===== src/sv/rss_pkg.sv =====
// Shared types and constants for the ray-sphere nearest-hit shader.
// Used by the front end, back end and top level; depends on nothing.
`timescale 1ns / 1ps
`default_nettype none
package rss_pkg;

  // Operation codes of an input item
  localparam logic OP_WRITE = 1'b0;
  localparam logic OP_CAST  = 1'b1;

  // Configuration register indexes
  localparam logic [2:0] CFG_CAMERA_X      = 3'd0;
  localparam logic [2:0] CFG_CAMERA_Y      = 3'd1;
  localparam logic [2:0] CFG_CAMERA_Z      = 3'd2;
  localparam logic [2:0] CFG_FADE_DISTANCE = 3'd3;
  localparam logic [2:0] CFG_SPHERE_COUNT  = 3'd4;

  // Register reset values
  localparam logic [19:0] CAMERA_X_RST = 20'sd11520;
  localparam logic [19:0] CAMERA_Y_RST = 20'sd8960;
  localparam logic [19:0] CAMERA_Z_RST = -20'sd25600;
  localparam logic [11:0] FADE_RST     = 12'd280;
  localparam logic [3:0]  COUNT_RST    = 4'd4;

  // Widths of the shared arithmetic units
  localparam int SQ_W  = 46;  // root unit radicand
  localparam int DV_NW = 43;  // divider dividend
  localparam int DV_DW = 20;  // divider divisor

  typedef struct packed {
    logic               op;
    logic [2:0]         slot;
    logic signed [19:0] center_x;
    logic signed [19:0] center_y;
    logic signed [19:0] center_z;
    logic [15:0]        radius;
    logic [7:0]         red;
    logic [7:0]         green;
    logic [7:0]         blue;
    logic [6:0]         pixel_x;
    logic [6:0]         pixel_y;
  } cmd_t;

  typedef struct packed {
    logic signed [19:0] camera_x;
    logic signed [19:0] camera_y;
    logic signed [19:0] camera_z;
    logic [11:0]        fade_distance;
    logic [3:0]         sphere_count;
  } cfg_t;

endpackage
`default_nettype wire


===== src/sv/rss_front.sv =====
// Front end: accepts input items and queues them, two deep, for the back end.
// Depends on rss_pkg for the command type.
`timescale 1ns / 1ps
`default_nettype none
module rss_front (
  input  wire logic         clk,
  input  wire logic         rst,
  input  wire logic         in_valid,
  output logic              in_ready,
  input  wire rss_pkg::cmd_t in_cmd,
  output logic              q_valid,
  input  wire logic         q_pop,
  output rss_pkg::cmd_t     q_cmd
);

  rss_pkg::cmd_t entry [2];
  logic       wp;
  logic       rp;
  logic [1:0] cnt;
  logic       push;

  assign in_ready = (cnt != 2'd2);
  assign push     = in_valid && in_ready;
  assign q_valid  = (cnt != 2'd0);
  assign q_cmd    = entry[rp];

  // Advance pointers and fill count
  always_ff @(posedge clk) begin
    if (rst) begin
      wp  <= 1'b0;
      rp  <= 1'b0;
      cnt <= 2'd0;
    end else begin
      if (push) wp <= ~wp;
      if (q_pop) rp <= ~rp;
      case ({push, q_pop})
        2'b10:   cnt <= cnt + 2'd1;
        2'b01:   cnt <= cnt - 2'd1;
        default: cnt <= cnt;
      endcase
    end
  end

  // Hold queued items
  always_ff @(posedge clk) begin
    if (push) entry[wp] <= in_cmd;
  end

endmodule
`default_nettype wire


===== src/sv/rss_sqrt.sv =====
// Bit-serial integer square root, two radicand bits a cycle.
// Self-contained; used by rss_back.
`timescale 1ns / 1ps
`default_nettype none
module rss_sqrt #(
  parameter int W = 46
) (
  input  wire logic           clk,
  input  wire logic           rst,
  input  wire logic           start,
  input  wire logic [W-1:0]   radicand,
  output logic                busy,
  output logic                done,
  output logic [W/2-1:0]      root
);

  localparam int HW = W / 2;
  localparam int RW = HW + 3;
  localparam int CW = $clog2(HW + 1);

  logic [W-1:0]  rad;
  logic [RW-1:0] rem;
  logic [RW-1:0] rem_sh;
  logic [RW-1:0] trial;
  logic [HW-1:0] res;
  logic [CW-1:0] cnt;
  logic          ge;

  assign rem_sh = {rem[RW-3:0], rad[W-1:W-2]};
  assign trial  = RW'({res, 2'b01});
  assign ge     = (rem_sh >= trial);
  assign root   = res;

  // Sequence the iterations
  always_ff @(posedge clk) begin
    if (rst) begin
      busy <= 1'b0;
      done <= 1'b0;
      cnt  <= '0;
    end else begin
      done <= 1'b0;
      if (start) begin
        busy <= 1'b1;
        cnt  <= CW'(HW);
      end else if (busy) begin
        cnt <= cnt - 1'b1;
        if (cnt == CW'(1)) begin
          busy <= 1'b0;
          done <= 1'b1;
        end
      end
    end
  end

  // Take one root bit a cycle
  always_ff @(posedge clk) begin
    if (start) begin
      rad <= radicand;
      rem <= '0;
      res <= '0;
    end else if (busy) begin
      rad <= rad << 2;
      rem <= ge ? (rem_sh - trial) : rem_sh;
      res <= {res[HW-2:0], ge};
    end
  end

endmodule
`default_nettype wire


===== src/sv/rss_div.sv =====
// Bit-serial unsigned restoring divider, one quotient bit a cycle.
// Self-contained; used by rss_back.
`timescale 1ns / 1ps
`default_nettype none
module rss_div #(
  parameter int NW = 43,
  parameter int DW = 20
) (
  input  wire logic          clk,
  input  wire logic          rst,
  input  wire logic          start,
  input  wire logic [NW-1:0] dividend,
  input  wire logic [DW-1:0] divisor,
  output logic               busy,
  output logic               done,
  output logic [NW-1:0]      quotient
);

  localparam int CW = $clog2(NW + 1);

  logic [NW-1:0] quo;
  logic [DW-1:0] rem;
  logic [DW-1:0] dv;
  logic [DW:0]   rem_sh;
  logic [DW:0]   diff;
  logic [CW-1:0] cnt;
  logic          ge;

  assign rem_sh   = {rem, quo[NW-1]};
  assign diff     = rem_sh - {1'b0, dv};
  assign ge       = (rem_sh >= {1'b0, dv});
  assign quotient = quo;

  // Sequence the iterations
  always_ff @(posedge clk) begin
    if (rst) begin
      busy <= 1'b0;
      done <= 1'b0;
      cnt  <= '0;
    end else begin
      done <= 1'b0;
      if (start) begin
        busy <= 1'b1;
        cnt  <= CW'(NW);
      end else if (busy) begin
        cnt <= cnt - 1'b1;
        if (cnt == CW'(1)) begin
          busy <= 1'b0;
          done <= 1'b1;
        end
      end
    end
  end

  // Shift in one quotient bit a cycle
  always_ff @(posedge clk) begin
    if (start) begin
      quo <= dividend;
      rem <= '0;
      dv  <= divisor;
    end else if (busy) begin
      rem <= ge ? diff[DW-1:0] : rem_sh[DW-1:0];
      quo <= {quo[NW-2:0], ge};
    end
  end

endmodule
`default_nettype wire


===== src/sv/rss_back.sv =====
// Back end: sphere table, cast sequencer with one shared multiplier, root unit
// and divider, and the result register. Depends on rss_pkg, rss_sqrt, rss_div.
`timescale 1ns / 1ps
`default_nettype none
module rss_back #(
  parameter int MAX_SPHERES = 8
) (
  input  wire logic          clk,
  input  wire logic          rst,
  input  wire rss_pkg::cfg_t cfg,
  input  wire logic          q_valid,
  output logic               q_pop,
  input  wire rss_pkg::cmd_t q_cmd,
  output logic               out_valid,
  input  wire logic          out_ready,
  output logic               hit,
  output logic [2:0]         nearest_slot,
  output logic [19:0]        hit_distance,
  output logic [7:0]         shade_red,
  output logic [7:0]         shade_green,
  output logic [7:0]         shade_blue
);

  localparam int IW = (MAX_SPHERES > 1) ? $clog2(MAX_SPHERES) : 1;
  localparam int KW = $clog2(MAX_SPHERES + 1);

  localparam int SQ_W_L  = rss_pkg::SQ_W;
  localparam int DV_NW_L = rss_pkg::DV_NW;
  localparam int DV_DW_L = rss_pkg::DV_DW;

  localparam logic [4:0] S_IDLE  = 5'd0;
  localparam logic [4:0] S_DOT   = 5'd1;
  localparam logic [4:0] S_LENGO = 5'd2;
  localparam logic [4:0] S_LEN   = 5'd3;
  localparam logic [4:0] S_RD    = 5'd4;
  localparam logic [4:0] S_CHK   = 5'd5;
  localparam logic [4:0] S_DIVGO = 5'd6;
  localparam logic [4:0] S_DIV   = 5'd7;
  localparam logic [4:0] S_TT    = 5'd8;
  localparam logic [4:0] S_D2    = 5'd9;
  localparam logic [4:0] S_CMP   = 5'd10;
  localparam logic [4:0] S_THC   = 5'd11;
  localparam logic [4:0] S_PICK  = 5'd12;
  localparam logic [4:0] S_FIN   = 5'd13;
  localparam logic [4:0] S_SH    = 5'd14;
  localparam logic [4:0] S_SHM   = 5'd15;
  localparam logic [4:0] S_SHW   = 5'd16;
  localparam logic [4:0] S_OUT   = 5'd17;

  // Dot-product phases: ray length squared, then per-sphere products
  localparam logic [3:0] PH_RAY_END = 4'd3;
  localparam logic [3:0] PH_SPH_BEG = 4'd4;
  localparam logic [3:0] PH_SPH_END = 4'd11;

  localparam logic [1:0] CH_RED  = 2'd0;
  localparam logic [1:0] CH_BLUE = 2'd2;

  // Sphere table
  logic [59:0] centers [MAX_SPHERES];
  logic [39:0] looks   [MAX_SPHERES];
  logic [59:0] cen_rd;
  logic [39:0] look_rd;
  logic [IW-1:0] rd_addr;
  logic [IW-1:0] wr_idx;
  logic          wr_en;

  logic [4:0]  state;
  logic [3:0]  ph;
  logic [KW-1:0] k;
  logic [KW-1:0] n;
  logic [IW-1:0] best;
  logic [19:0] bestd;
  logic [1:0]  c;

  logic signed [20:0] dx, dy, dz, mx, my, mz;
  logic [15:0]        rad;
  logic [40:0]        a;
  logic [19:0]        len;
  logic signed [43:0] h, mm;
  logic [31:0]        rr;
  logic               hneg;
  logic signed [23:0] tca;
  logic signed [46:0] d2;
  logic [22:0]        thc;
  logic [7:0]         sr, sg, sb;

  logic signed [24:0] mul_a, mul_b;
  logic signed [49:0] prod;

  // Combinational helpers
  logic signed [20:0] dx_new, dy_new, dz_new, mx_new, my_new, mz_new;
  logic signed [19:0] cz;
  logic               behind;
  logic signed [46:0] d2_new;
  logic               d2_gt;
  logic [46:0]        diff;
  logic signed [25:0] t_full;
  logic [25:0]        t_abs;
  logic [19:0]        t_sat;
  logic [19:0]        fq;
  logic [20:0]        fade_left;
  logic [7:0]         col;
  logic [43:0]        habs;
  logic [2:0]         slot_red;

  logic               sq_start, sq_busy, sq_done;
  logic [SQ_W_L-1:0]  sq_in;
  logic [SQ_W_L/2-1:0] sq_root;
  logic               dv_start, dv_busy, dv_done;
  logic [DV_NW_L-1:0] dv_num;
  logic [DV_DW_L-1:0] dv_den;
  logic [DV_NW_L-1:0] dv_q;

  // Active entries, clipped to the table depth
  always_comb begin
    if (int'(cfg.sphere_count) > MAX_SPHERES) n = KW'(MAX_SPHERES);
    else n = KW'(cfg.sphere_count);
  end

  // Fold the slot into the table
  always_comb begin
    slot_red = q_cmd.slot;
    for (int i = 0; i < 8; i++) begin
      if (int'(slot_red) >= MAX_SPHERES) slot_red = slot_red - 3'(MAX_SPHERES);
    end
    wr_idx = IW'(slot_red);
  end

  assign q_pop   = (state == S_IDLE) && q_valid;
  assign wr_en   = q_pop && (q_cmd.op == rss_pkg::OP_WRITE);
  assign rd_addr = (state == S_RD) ? k[IW-1:0] : best;

  // Write and read the table
  always_ff @(posedge clk) begin
    if (wr_en) begin
      centers[wr_idx] <= {q_cmd.center_x, q_cmd.center_y, q_cmd.center_z};
      looks[wr_idx]   <= {q_cmd.radius, q_cmd.red, q_cmd.green, q_cmd.blue};
    end
    cen_rd  <= centers[rd_addr];
    look_rd <= looks[rd_addr];
  end

  // Datapath terms
  always_comb begin
    dx_new = $signed({6'b0, q_cmd.pixel_x, 8'b0}) - $signed({cfg.camera_x[19], cfg.camera_x});
    dy_new = $signed({6'b0, q_cmd.pixel_y, 8'b0}) - $signed({cfg.camera_y[19], cfg.camera_y});
    dz_new = 21'sd0 - $signed({cfg.camera_z[19], cfg.camera_z});
    cz     = $signed(cen_rd[19:0]);
    mx_new = $signed({cen_rd[59], cen_rd[59:40]}) - $signed({cfg.camera_x[19], cfg.camera_x});
    my_new = $signed({cen_rd[39], cen_rd[39:20]}) - $signed({cfg.camera_y[19], cfg.camera_y});
    mz_new = $signed({cz[19], cz}) - $signed({cfg.camera_z[19], cfg.camera_z});
    behind = (cz <= cfg.camera_z);
    d2_new = $signed({{3{mm[43]}}, mm}) - prod[46:0];
    d2_gt  = (d2 > $signed({15'b0, rr}));
    diff   = {15'b0, rr} - d2;
    t_full = $signed({{2{tca[23]}}, tca}) - $signed({3'b0, thc});
    t_abs  = t_full[25] ? 26'(-t_full) : 26'(t_full);
    t_sat  = (t_abs > 26'd1048575) ? 20'hFFFFF : t_abs[19:0];
    fq        = {cfg.fade_distance, 8'b0};
    fade_left = {1'b0, fq} - {1'b0, bestd};
    habs   = h[43] ? 44'(-h) : 44'(h);
    case (c)
      CH_RED:  col = look_rd[23:16];
      CH_BLUE: col = look_rd[7:0];
      default: col = look_rd[15:8];
    endcase
  end

  // Select multiplier operands
  always_comb begin
    mul_a = '0;
    mul_b = '0;
    case (state)
      S_DOT: begin
        case (ph)
          4'd0:  begin mul_a = 25'(dx); mul_b = 25'(dx); end
          4'd1:  begin mul_a = 25'(dy); mul_b = 25'(dy); end
          4'd2:  begin mul_a = 25'(dz); mul_b = 25'(dz); end
          4'd4:  begin mul_a = 25'(dx); mul_b = 25'(mx); end
          4'd5:  begin mul_a = 25'(dy); mul_b = 25'(my); end
          4'd6:  begin mul_a = 25'(dz); mul_b = 25'(mz); end
          4'd7:  begin mul_a = 25'(mx); mul_b = 25'(mx); end
          4'd8:  begin mul_a = 25'(my); mul_b = 25'(my); end
          4'd9:  begin mul_a = 25'(mz); mul_b = 25'(mz); end
          4'd10: begin mul_a = $signed({9'b0, rad}); mul_b = $signed({9'b0, rad}); end
          default: ;
        endcase
      end
      S_TT: begin mul_a = 25'(tca); mul_b = 25'(tca); end
      S_SH: begin mul_a = $signed({17'b0, col}); mul_b = $signed({4'b0, fade_left}); end
      default: ;
    endcase
  end

  // Register the product
  always_ff @(posedge clk) begin
    prod <= mul_a * mul_b;
  end

  // Start the shared units
  always_comb begin
    sq_start = ((state == S_LENGO) && (a != '0)) || ((state == S_CMP) && !d2_gt);
    sq_in    = (state == S_LENGO) ? SQ_W_L'(a) : diff[SQ_W_L-1:0];
    dv_start = (state == S_DIVGO) || (state == S_SHM);
    dv_num   = (state == S_SHM) ? prod[DV_NW_L-1:0] : habs[DV_NW_L-1:0];
    dv_den   = (state == S_SHM) ? fq : len;
  end

  rss_sqrt #(.W(SQ_W_L)) u_sqrt (
    .clk(clk), .rst(rst), .start(sq_start), .radicand(sq_in),
    .busy(sq_busy), .done(sq_done), .root(sq_root)
  );

  rss_div #(.NW(DV_NW_L), .DW(DV_DW_L)) u_div (
    .clk(clk), .rst(rst), .start(dv_start), .dividend(dv_num), .divisor(dv_den),
    .busy(dv_busy), .done(dv_done), .quotient(dv_q)
  );

  // Cast sequencer and result register
  always_ff @(posedge clk) begin
    if (rst) begin
      state     <= S_IDLE;
      out_valid <= 1'b0;
    end else begin
      // Drop a transferred result unless a new one replaces it this cycle
      if (out_valid && out_ready && (state != S_OUT)) out_valid <= 1'b0;
      case (state)
        S_IDLE: begin
          if (q_valid && (q_cmd.op == rss_pkg::OP_CAST)) begin
            dx    <= dx_new;
            dy    <= dy_new;
            dz    <= dz_new;
            ph    <= '0;
            k     <= '0;
            best  <= '0;
            bestd <= '0;
            state <= S_DOT;
          end
        end
        S_DOT: begin
          ph <= ph + 4'd1;
          case (ph)
            4'd1:        a  <= prod[40:0];
            4'd2, 4'd3:  a  <= a + prod[40:0];
            4'd5:        h  <= prod[43:0];
            4'd6, 4'd7:  h  <= h + prod[43:0];
            4'd8:        mm <= prod[43:0];
            4'd9, 4'd10: mm <= mm + prod[43:0];
            4'd11:       rr <= prod[31:0];
            default: ;
          endcase
          if (ph == PH_RAY_END) state <= S_LENGO;
          if (ph == PH_SPH_END) state <= S_DIVGO;
        end
        S_LENGO: state <= (a == '0) ? S_FIN : S_LEN;
        S_LEN: begin
          if (sq_done) begin
            len   <= sq_root[19:0];
            state <= S_RD;
          end
        end
        S_RD: state <= (k >= n) ? S_FIN : S_CHK;
        S_CHK: begin
          if (behind) begin
            k     <= k + 1'b1;
            state <= S_RD;
          end else begin
            mx    <= mx_new;
            my    <= my_new;
            mz    <= mz_new;
            rad   <= look_rd[39:24];
            ph    <= PH_SPH_BEG;
            state <= S_DOT;
          end
        end
        S_DIVGO: begin
          hneg  <= h[43];
          state <= S_DIV;
        end
        S_DIV: begin
          if (dv_done) begin
            tca   <= hneg ? -$signed(dv_q[23:0]) : $signed(dv_q[23:0]);
            state <= S_TT;
          end
        end
        S_TT: state <= S_D2;
        S_D2: begin
          d2    <= d2_new;
          state <= S_CMP;
        end
        S_CMP: begin
          if (d2_gt) begin
            k     <= k + 1'b1;
            state <= S_RD;
          end else begin
            state <= S_THC;
          end
        end
        S_THC: begin
          if (sq_done) begin
            thc   <= sq_root;
            state <= S_PICK;
          end
        end
        S_PICK: begin
          if ((t_sat != '0) && ((bestd == '0) || (t_sat < bestd))) begin
            bestd <= t_sat;
            best  <= k[IW-1:0];
          end
          k     <= k + 1'b1;
          state <= S_RD;
        end
        S_FIN: begin
          c     <= CH_RED;
          sr    <= '0;
          sg    <= '0;
          sb    <= '0;
          state <= (bestd == '0) ? S_OUT : S_SH;
        end
        S_SH: begin
          if (bestd >= fq) begin
            if (c == CH_BLUE) state <= S_OUT;
            c <= c + 2'd1;
          end else begin
            state <= S_SHM;
          end
        end
        S_SHM: state <= S_SHW;
        S_SHW: begin
          if (dv_done) begin
            case (c)
              CH_RED:  sr <= dv_q[7:0];
              CH_BLUE: sb <= dv_q[7:0];
              default: sg <= dv_q[7:0];
            endcase
            c     <= c + 2'd1;
            state <= (c == CH_BLUE) ? S_OUT : S_SH;
          end
        end
        S_OUT: begin
          if (!out_valid || out_ready) begin
            hit          <= (bestd != '0);
            nearest_slot <= 3'(best);
            hit_distance <= bestd;
            shade_red    <= sr;
            shade_green  <= sg;
            shade_blue   <= sb;
            out_valid    <= 1'b1;
            state        <= S_IDLE;
          end
        end
        default: state <= S_IDLE;
      endcase
    end
  end

  // Checks
  a_pop_needs_item: assert property (@(posedge clk) disable iff (rst)
    q_pop |-> q_valid) else $error("queue popped while empty");

  a_hit_has_distance: assert property (@(posedge clk) disable iff (rst)
    out_valid |-> (hit == (hit_distance != 20'd0)))
    else $error("hit flag disagrees with distance");

  a_miss_is_black: assert property (@(posedge clk) disable iff (rst)
    (out_valid && !hit) |-> (nearest_slot == 3'd0 && shade_red == 8'd0 &&
                             shade_green == 8'd0 && shade_blue == 8'd0))
    else $error("miss result carries colour or slot");

  a_units_idle_on_start: assert property (@(posedge clk) disable iff (rst)
    (sq_start |-> !sq_busy) and (dv_start |-> !dv_busy))
    else $error("arithmetic unit restarted while busy");

endmodule
`default_nettype wire


===== src/sv/ray_sphere_nearest_hit_shader.sv =====
// Top level of the ray-sphere nearest-hit shader: configuration registers,
// front end queue and back end. Depends on rss_pkg, rss_front, rss_back.
//
//   Channel  Handshake              Carries
//   in       in_valid / in_ready    op, slot, sphere entry, pixel
//   out      out_valid / out_ready  hit, nearest_slot, hit_distance, shades
//   cfg      cfg_valid / cfg_ready  cfg_index, cfg_data
//
// A cast finds the ray length, then takes each active sphere in front of the
// camera through the distance test (one behind it is skipped, and a miss ends
// its test early), then shades and outputs the result, using the 43-step
// divider and 23-step root unit. Reset restores the registers; the table
// holds nothing until written. The two-deep queue keeps input taking items
// while the back end works, and a held result stalls only the back end.
`timescale 1ns / 1ps
`default_nettype none
module ray_sphere_nearest_hit_shader #(
  parameter int MAX_SPHERES = 8
) (
  input  wire logic               clk,
  input  wire logic               rst,
  input  wire logic               in_valid,
  output logic                    in_ready,
  input  wire logic               op,
  input  wire logic [2:0]         slot,
  input  wire logic signed [19:0] center_x,
  input  wire logic signed [19:0] center_y,
  input  wire logic signed [19:0] center_z,
  input  wire logic [15:0]        radius,
  input  wire logic [7:0]         red,
  input  wire logic [7:0]         green,
  input  wire logic [7:0]         blue,
  input  wire logic [6:0]         pixel_x,
  input  wire logic [6:0]         pixel_y,
  output logic                    out_valid,
  input  wire logic               out_ready,
  output logic                    hit,
  output logic [2:0]              nearest_slot,
  output logic [19:0]             hit_distance,
  output logic [7:0]              shade_red,
  output logic [7:0]              shade_green,
  output logic [7:0]              shade_blue,
  input  wire logic               cfg_valid,
  output logic                    cfg_ready,
  input  wire logic [2:0]         cfg_index,
  input  wire logic [19:0]        cfg_data
);

  rss_pkg::cfg_t cfg;
  rss_pkg::cmd_t in_cmd;
  rss_pkg::cmd_t q_cmd;
  logic          q_valid;
  logic          q_pop;

  assign cfg_ready = 1'b1;

  // Hold configuration registers
  always_ff @(posedge clk) begin
    if (rst) begin
      cfg.camera_x      <= rss_pkg::CAMERA_X_RST;
      cfg.camera_y      <= rss_pkg::CAMERA_Y_RST;
      cfg.camera_z      <= rss_pkg::CAMERA_Z_RST;
      cfg.fade_distance <= rss_pkg::FADE_RST;
      cfg.sphere_count  <= rss_pkg::COUNT_RST;
    end else if (cfg_valid) begin
      case (cfg_index)
        rss_pkg::CFG_CAMERA_X:      cfg.camera_x      <= cfg_data;
        rss_pkg::CFG_CAMERA_Y:      cfg.camera_y      <= cfg_data;
        rss_pkg::CFG_CAMERA_Z:      cfg.camera_z      <= cfg_data;
        rss_pkg::CFG_FADE_DISTANCE: cfg.fade_distance <= cfg_data[11:0];
        rss_pkg::CFG_SPHERE_COUNT:  cfg.sphere_count  <= cfg_data[3:0];
        default: ;
      endcase
    end
  end

  // Gather the input fields
  always_comb begin
    in_cmd.op       = op;
    in_cmd.slot     = slot;
    in_cmd.center_x = center_x;
    in_cmd.center_y = center_y;
    in_cmd.center_z = center_z;
    in_cmd.radius   = radius;
    in_cmd.red      = red;
    in_cmd.green    = green;
    in_cmd.blue     = blue;
    in_cmd.pixel_x  = pixel_x;
    in_cmd.pixel_y  = pixel_y;
  end

  rss_front u_front (
    .clk(clk), .rst(rst),
    .in_valid(in_valid), .in_ready(in_ready), .in_cmd(in_cmd),
    .q_valid(q_valid), .q_pop(q_pop), .q_cmd(q_cmd)
  );

  rss_back #(.MAX_SPHERES(MAX_SPHERES)) u_back (
    .clk(clk), .rst(rst), .cfg(cfg),
    .q_valid(q_valid), .q_pop(q_pop), .q_cmd(q_cmd),
    .out_valid(out_valid), .out_ready(out_ready),
    .hit(hit), .nearest_slot(nearest_slot), .hit_distance(hit_distance),
    .shade_red(shade_red), .shade_green(shade_green), .shade_blue(shade_blue)
  );

endmodule
`default_nettype wire

===== config.mk =====
export PLATFORM = sky130hd
export DESIGN_NAME = ray_sphere_nearest_hit_shader
export DESIGN_NICKNAME = d
export VERILOG_FILES = /design/src/sv/rss_pkg.sv /design/src/sv/rss_front.sv /design/src/sv/rss_sqrt.sv /design/src/sv/rss_div.sv /design/src/sv/rss_back.sv /design/src/sv/ray_sphere_nearest_hit_shader.sv
export SDC_FILE = /design/constraint.sdc
export NUM_CORES = 2
export LEC_CHECK = 0
export ABC_AREA = 1
export BUFFER_PORTS_ARGS = -buffer_cell sky130_fd_sc_hd__buf_2
export CAP_MARGIN = 20
export CORE_MARGIN = 1
export CORE_UTILIZATION = 40
export CTS_CLUSTER_SIZE = 20
export DETAILED_ROUTE_END_ITERATION = 10
export PLACE_DENSITY = 0.65
export SLEW_MARGIN = 20
export SYNTH_ARGS = -nofsm -noshare
export SYNTH_HDL_FRONTEND = slang
export SYNTH_HIERARCHICAL = 1
export SYNTH_SLANG_ARGS = --single-unit

===== constraint.sdc =====
create_clock -name clk -period 16.19 [get_ports clk]
set_input_delay 0.8095 -clock clk [delete_from_list [all_inputs] [get_ports clk]]
set_output_delay 0.8095 -clock clk [all_outputs]
set_load 0.05 [all_outputs]

### Word-level counts from Yosys, hierarchy flattened

Memories as Yosys holds them, arrays and structs flattened. A register that Yosys moved wholly into a read port is not among the register bits.
Index checks and enable logic that the tools add are counted.

| operators by class | value |
|---|---|
| div/mod/pow operators | 0 |
| add/sub/neg operators | 25 |
| multiply operators | 1 |
| equality and inequality tests | 55 |
| shift-type cells | 0 |
| bitwise logic cells | 7 |
| order comparisons | 9 |
| reductions and logical operators | 75 |
| multiplexer cells | 86 |

Operators with widths:

| operator | count |
|---|---|
| case mux 25 bit (7 select lines) | 2 |
| case mux 44 bit (2 select lines) | 2 |
| 2-to-1 mux 43 bit | 4 |
| case mux 25 bit (3 select lines) | 2 |
| 2-to-1 mux 46 bit | 3 |
| 2-to-1 mux 20 bit | 5 |
| case mux 5 bit (18 select lines) | 1 |
| adder 44 bit | 2 |
| subtractor 20 x 20 -> 21 bit | 4 |
| case mux 41 bit (2 select lines) | 1 |
| 2-to-1 mux 5 bit | 14 |
| case mux 8 bit (2 select lines) | 4 |
| 2-to-1 mux 24 bit | 2 |
| 2-to-1 mux 8 bit | 6 |
| greater-than comparator 47 x 33 -> 1 bit | 1 |
| multiplier 25 x 25 -> 47 bit | 1 |
| subtractor 47 bit | 1 |
| subtractor 32 x 46 -> 46 bit | 1 |
| negator 43 bit | 1 |
| subtractor 16 x 20 -> 21 bit | 2 |
| adder 41 bit | 1 |
| zero test 41 bit | 1 |
| nonzero test 41 bit | 1 |
| equality test 5 x 4 -> 1 bit, second input constant | 8 |
| other kinds (70) | 188 |

| word-level totals | value |
|---|---|
| logic and storage cells | 317 |
| memories | 3 |
| input bits | 146 |
| output and inout bits | 51 |
| RAM bits | 1036 |
| bits in latches | 0 |
| register bits | 847 |
| memory bits (read-only) | 0 |

Memory list:

| memory | words | bits a word | read ports | clocked after memory_dff | wr ports | line | source |
|---|---|---|---|---|---|---|---|
| u_back.centers | 8 | 60 | 1 | 1 | 1 | rss_back.sv:59 | `logic [59:0] centers [MAX_SPHERES];` |
| u_back.looks | 8 | 40 | 1 | 1 | 1 | rss_back.sv:60 | `logic [39:0] looks [MAX_SPHERES];` |
| u_front.entry | 2 | 118 | 1 | 1 | 1 | rss_front.sv:16 | `rss_pkg::cmd_t entry [2];` |

### Longest topological paths before layout

| depth | value |
|---|---|
| word-level depth | 10 |
| mapped depth | 51 |
| gate-level depth less buffers | 50 |

### By module

Netlist, hierarchy kept.

By module, submodules not included:

| module | area an instance (um2) | instances | seq. area each (um2) | cells each |
|---|---|---|---|---|
| rss_back | 98221.7 | 1 | 42791.0 | 10329 |
| rss_front | 8809.7 | 1 | 7186.9 | 400 |
| rss_sqrt | 5805.6 | 1 | 2462.4 | 811 |
| rss_div | 5232.5 | 1 | 2452.4 | 667 |
| ray_sphere_nearest_hit_shader | 3026.7 | 1 | 1521.5 | 433 |

### Worst setup path before layout

Ideal clock, no wire load.

| path | value |
|---|---|
| kind | register to register |
| start point | reg u_back.state[3] |
| end point | mem u_back.centers[2][0], enable pin |
| buffers on the path | 1 |
| data arrival time | 8.103 ns |
| setup slack | 7.405 ns |
| library setup time | 0.682 ns |
| period minus slack after synthesis | 8.785 ns |
| cell stages (with the launch flop) | 11 |
| required time | 15.508 ns |
| cell sequence | dfxtp_1 > clkbuf_1 > nor2_1 > inv_1 > nor2_1 > inv_1 > nor2_1 > inv_1 > nor3_1 > nand2_1 > nor3_1 |

| between the ends | value |
|---|---|
| cells in the longest elaborated chain, start to end | 5 |

Ends and longest elaborated chain:

| element | line | source |
|---|---|---|
| start, declared | rss_back.sv:67 | `logic [4:0] state;` |
| start signal, assigned | rss_back.sv:255 | `S_LENGO: state <= (a == '0) ? S_FIN : S_LEN;` |
| start signal, assigned | rss_back.sv:262 | `S_RD: state <= (k >= n) ? S_FIN : S_CHK;` |
| start signal, assigned | rss_back.sv:318 | `state <= (bestd == '0) ? S_OUT : S_SH;` |
| zero test 5 bit | rss_back.sv:129 | `assign q_pop = (state == S_IDLE) && q_valid;` |
| logical AND 1 bit | rss_back.sv:129 |  |
| logical AND 1 bit | rss_back.sv:130 | `assign wr_en = q_pop && (q_cmd.op == rss_pkg::OP_WRITE);` |
| 2-to-1 mux 1 bit | rss_back.sv:135 | `if (wr_en) begin` |
| 2-to-1 mux 1 bit (implied by the code) | rss_back.sv:136 | `centers[wr_idx] <= {q_cmd.center_x, q_cmd.center_y, q_cmd.center_z};` |
| end, declared | rss_back.sv:59 |  |

No other way between the ends.

### Worst setup path in the final report

| path | value |
|---|---|
| start point | reg u_back.ph[0] |
| end point | reg u_back.prod[46] |

| between the ends | value |
|---|---|
| cells in the longest elaborated chain, start to end | 5 |
| elaborated cells between the ends (all ways) | 21 |
| those cells by class | mul: 1; eq/ne: 9; mux: 4; reduce/logical: 7 |

Ends and longest elaborated chain:

| element | line | source |
|---|---|---|
| start, declared | rss_back.sv:68 | `logic [3:0] ph;` |
| start signal, assigned | rss_back.sv:241 | `ph <= ph + 4'd1;` |
| equality test 4 x 2 -> 1 bit (tied with other cells) | rss_back.sv:175 | `case (ph)` |
| OR reduction 2 bit (no line) | - |  |
| case mux 25 bit (7 select lines) | rss_back.sv:175 |  |
| case mux 25 bit (3 select lines) | rss_back.sv:173 | `case (state)` |
| multiplier 25 x 25 -> 47 bit (*) | rss_back.sv:197 | `prod <= mul_a * mul_b;` |
| end signal, assigned | rss_back.sv:197 |  |
| end, declared | rss_back.sv:88 | `logic signed [49:0] prod;` |

Every way passes the cells marked *; elsewhere a longest branch is shown, timed or not.
A chain may end at the register's enable or synchronous reset.

==> results.yml <==
yosys:
  yosysTopAreaCell: "edfxtp_1"
  syn_area_um2: 121000
  seq_area_frac_synth_pct: 46.6
  synth.top_cell.area_share_pct: 41.4
  synth-edff-count: 1668
  ys.flop_type: "edfxtp_1"
  ys_top_cells_by_area: "edfxtp_1 (41%), fa_1 (10%), nand2_1 (7.5%)"
  yosysMostFrequentCell: "nand2_1"
  syn-num-nets: 14000
  async_flop_share_pct: 0
  synth_commonest_cells: "nand2_1 (2407), inv_1 (1975), edfxtp_1 (1668), nor2_1 (1092), o21ai_0 (774)"
  ys_seq_elements: 1984
  ys_types: 77
  yosysWarnings: 6
  synth_cells: 12600
  avgSynthCellArea_um2: 9.58
floorplanning:
  rows: 201
  die_y_um: 552
  fp.dieW_um: 552
  core_um2: 301000
  ioPinCount: 197
  initial_utilization_pct: 40.3
  die_area_um2: 305000
clock_tree:
  clk-insertion-delay-late_ns: 0.95
  cts_root_buf: "clkbuf_16"
  cts_buffers: 213
  cts_setup_buffers: 0
  ctsLongestPathBuffers: 4
  post_cts_resized: 0
  cts_tree: "done"
  h-tree-depth: 4
  clkSlewWorstSetupHoldPaths_ns: 0.06
  clock_sink_count: 1984
placed_design:
  hpwl_mm: 259
  port_buffers: 195
  placed_cell_area_um2: 126000
  routabilityCongestion: 0.971
  dp_cells: 16500
timing:
  finClkSkew_ns: 0.119
  finalMaxSlewViolations: 0
  slew_headroom_pct: 26.8
  grt_setup_unrepaired: "false"
  fmax_mhz: 86.4
  hold_violations: 0
  fin_crit_sh_pct: 71.5
  min_period_ns: 11.58
  tns_ns: 0
  setup_violations: 0
  worst_slew_pin_slew_ns: 1.09
global_route:
  globalRouteOverflowTotal: 0
  antenna_found_initial: 22
  grt_pass1_wl_mm: 528
  grt_max_degree: 192
  grt_pass1_vias: 85700
  grt_usage_pct: 22.6
power:
  powerDensity_nw_per_um2: 130
  ir_worst_vdd_mv: 0.158
  leakagePower_nw: 57.1
drt:
  wl_per_cell_um: 20.8
  vias_per_cell: 5.24
  wl_mm: 351
  drcViolationCount: 0
  first_pass_iters: 6
  ant_nets: 0
  vias: 88500
  drt_iter0_drc: 8116
worst_setup_path:
  crit_path_start_kind: "flip-flop"
  crit_type: "reg2reg"
  crit_path_max_incr_delay_ns: 0.98
  cp_max_fo: 18
  arrival_ns: 12.39
  cp.required_ns: 17.00
  endpoint_kind: "flip-flop"
  cp_slowest_cell: "clkinv_1"
job:
  maxCapViolCount: 0
finish:
  fin_cells: 16900
  design_area_um2: 134000
  area_delta_synth_final_pct: 10.7
  nets: 14100
  drive_above_1_share_pct: 8.45
  final_util_pct: 44.6
min_path:
  min-delay-path-class: "in2reg"
run_status:
  outcome: "finished clean"
[metrics by stage]
| step | total power [mW] | hold WS [ns] | setup slack [ns] |
|---|---|---|---|
| 2_1_floorplan | 10.7 | 0.386 | 7.41 |
| 3_3_place_gp | 12.4 | 0.388 | 4.95 |
| 3_5_place_dp | 12.4 | 0.390 | 4.86 |
| 4_1_cts | 17.6 | 0.00240 | 4.88 |
| 5_1_grt | 18.4 | 0.0474 | 4.22 |
| 6_report | 17.5 | 0.0783 | 4.61 |
[where the power goes]
group | internal, mW | switching (mW)
Clock | 2.97 | 2.11
Combinational | 1.76 | 3.78
Sequential | 6.44 | 0.428
Total | 11.2 | 6.32
[kinds of logic (layout without fill, tap and decap cells)]
family / after synthesis / count (layout) / synth area share [%]
compound gates: 2140 / 2140 / 10.4
xor+xnor: 428 / 428 / 3.10
fa+ha+maj: 1197 / 1197 / 16.3
buf+inv: 2488 / 2776 / 7.95
flops: 1984 / 1984 / 46.6
mux: 118 / 118 / 1.16
other cells: 1 / 9 / 0.00310
simple gates: 4284 / 4284 / 14.6
[cell type report]
class | count | area [um2]
inverters | 2020 | 7590
clock buffers | 273 | 5850
well taps | 3958 | 4950
fillers | 28500 | 167000
repair buffers | 358 | 2310
flip-flops and latches | 1984 | 56400
multi-input cells | 8168 | 55400
diodes | 8 | 20.0
clock inverters | 125 | 1510
[path summary, 6_finish.rpt]
path / from / end / slack [ns] / cells past startpoint
setup / recovery: u_back/ph[0] / u_back/prod[46] / 4.61 / 36
setup reg to reg: u_back/ph[0] / u_back/prod[46] / 4.61 / 36
hold reg to reg: u_back/look_rd[34] / u_back/rad[10] / 0.40 / 0
hold / removal: center_x[8] / u_front/entry[1][102] / 0.08 / 1
[cells in the final DEF, fill, tap and decap left out, drive strengths merged, types with 106 or more instances in the layout]
cell type,netlist,final
fa,627,627
nor3,106,106
a31oi,157,157
nor2,1136,1136
xor2,299,299
nand3,389,389
edfxtp,1668,1668
o22ai,143,143
xnor2,129,129
buf,104,340
mux2,118,118
nand2,2454,2454
inv,2001,2012
ha,570,570
clkbuf,363,273
dfxtp,316,316
o21bai,223,223
o21ai,849,849
a21oi,558,558
[metal layers]
| metal | GRT usage (%) | share of wire, % | vias to the layer above |
|---|---|---|---|
| met5 | 0 | 0.029 | - |
| met4 | 8.50 | 4.0 | 20 |
| met3 | 3.30 | 6.9 | 550 |
| met2 | 36.1 | 46 | 2917 |
| met1 | 31.0 | 44 | 43100 |
| li1 | - | - | 41900 |
[flip-flops by register name (all words and copies together) (netlist names), 32 cells and up, named ones only]
name and count:
u_back/u_div/quotient 43, u_back/look_rd 40, u_back/mm 44, u_back/cen_rd 60, u_back/looks 320, u_back/h 44
u_back/d2 47, u_back/a 41, u_back/prod 47, u_back/rr 32, cfg 76, u_front/entry 236
u_back/centers 480, u_back/u_sqrt/rad 46
[critical path: cells and delay by family (launching register included)]
family / cells / cell delay [ns]
compound gates: 9 / 2.45
xor+xnor: 1 / 0.17
simple gates: 8 / 2.04
fa+ha+maj: 9 / 4.03
flops: 1 / 0.42
buf+inv: 9 / 2.37
[repair_timing]
item,CTS,global route
endpoints found under the setup margin,0,0
endpoints found under the hold margin,36,0
hold buffers,18,0
Power figures use the tool's default switching activity.
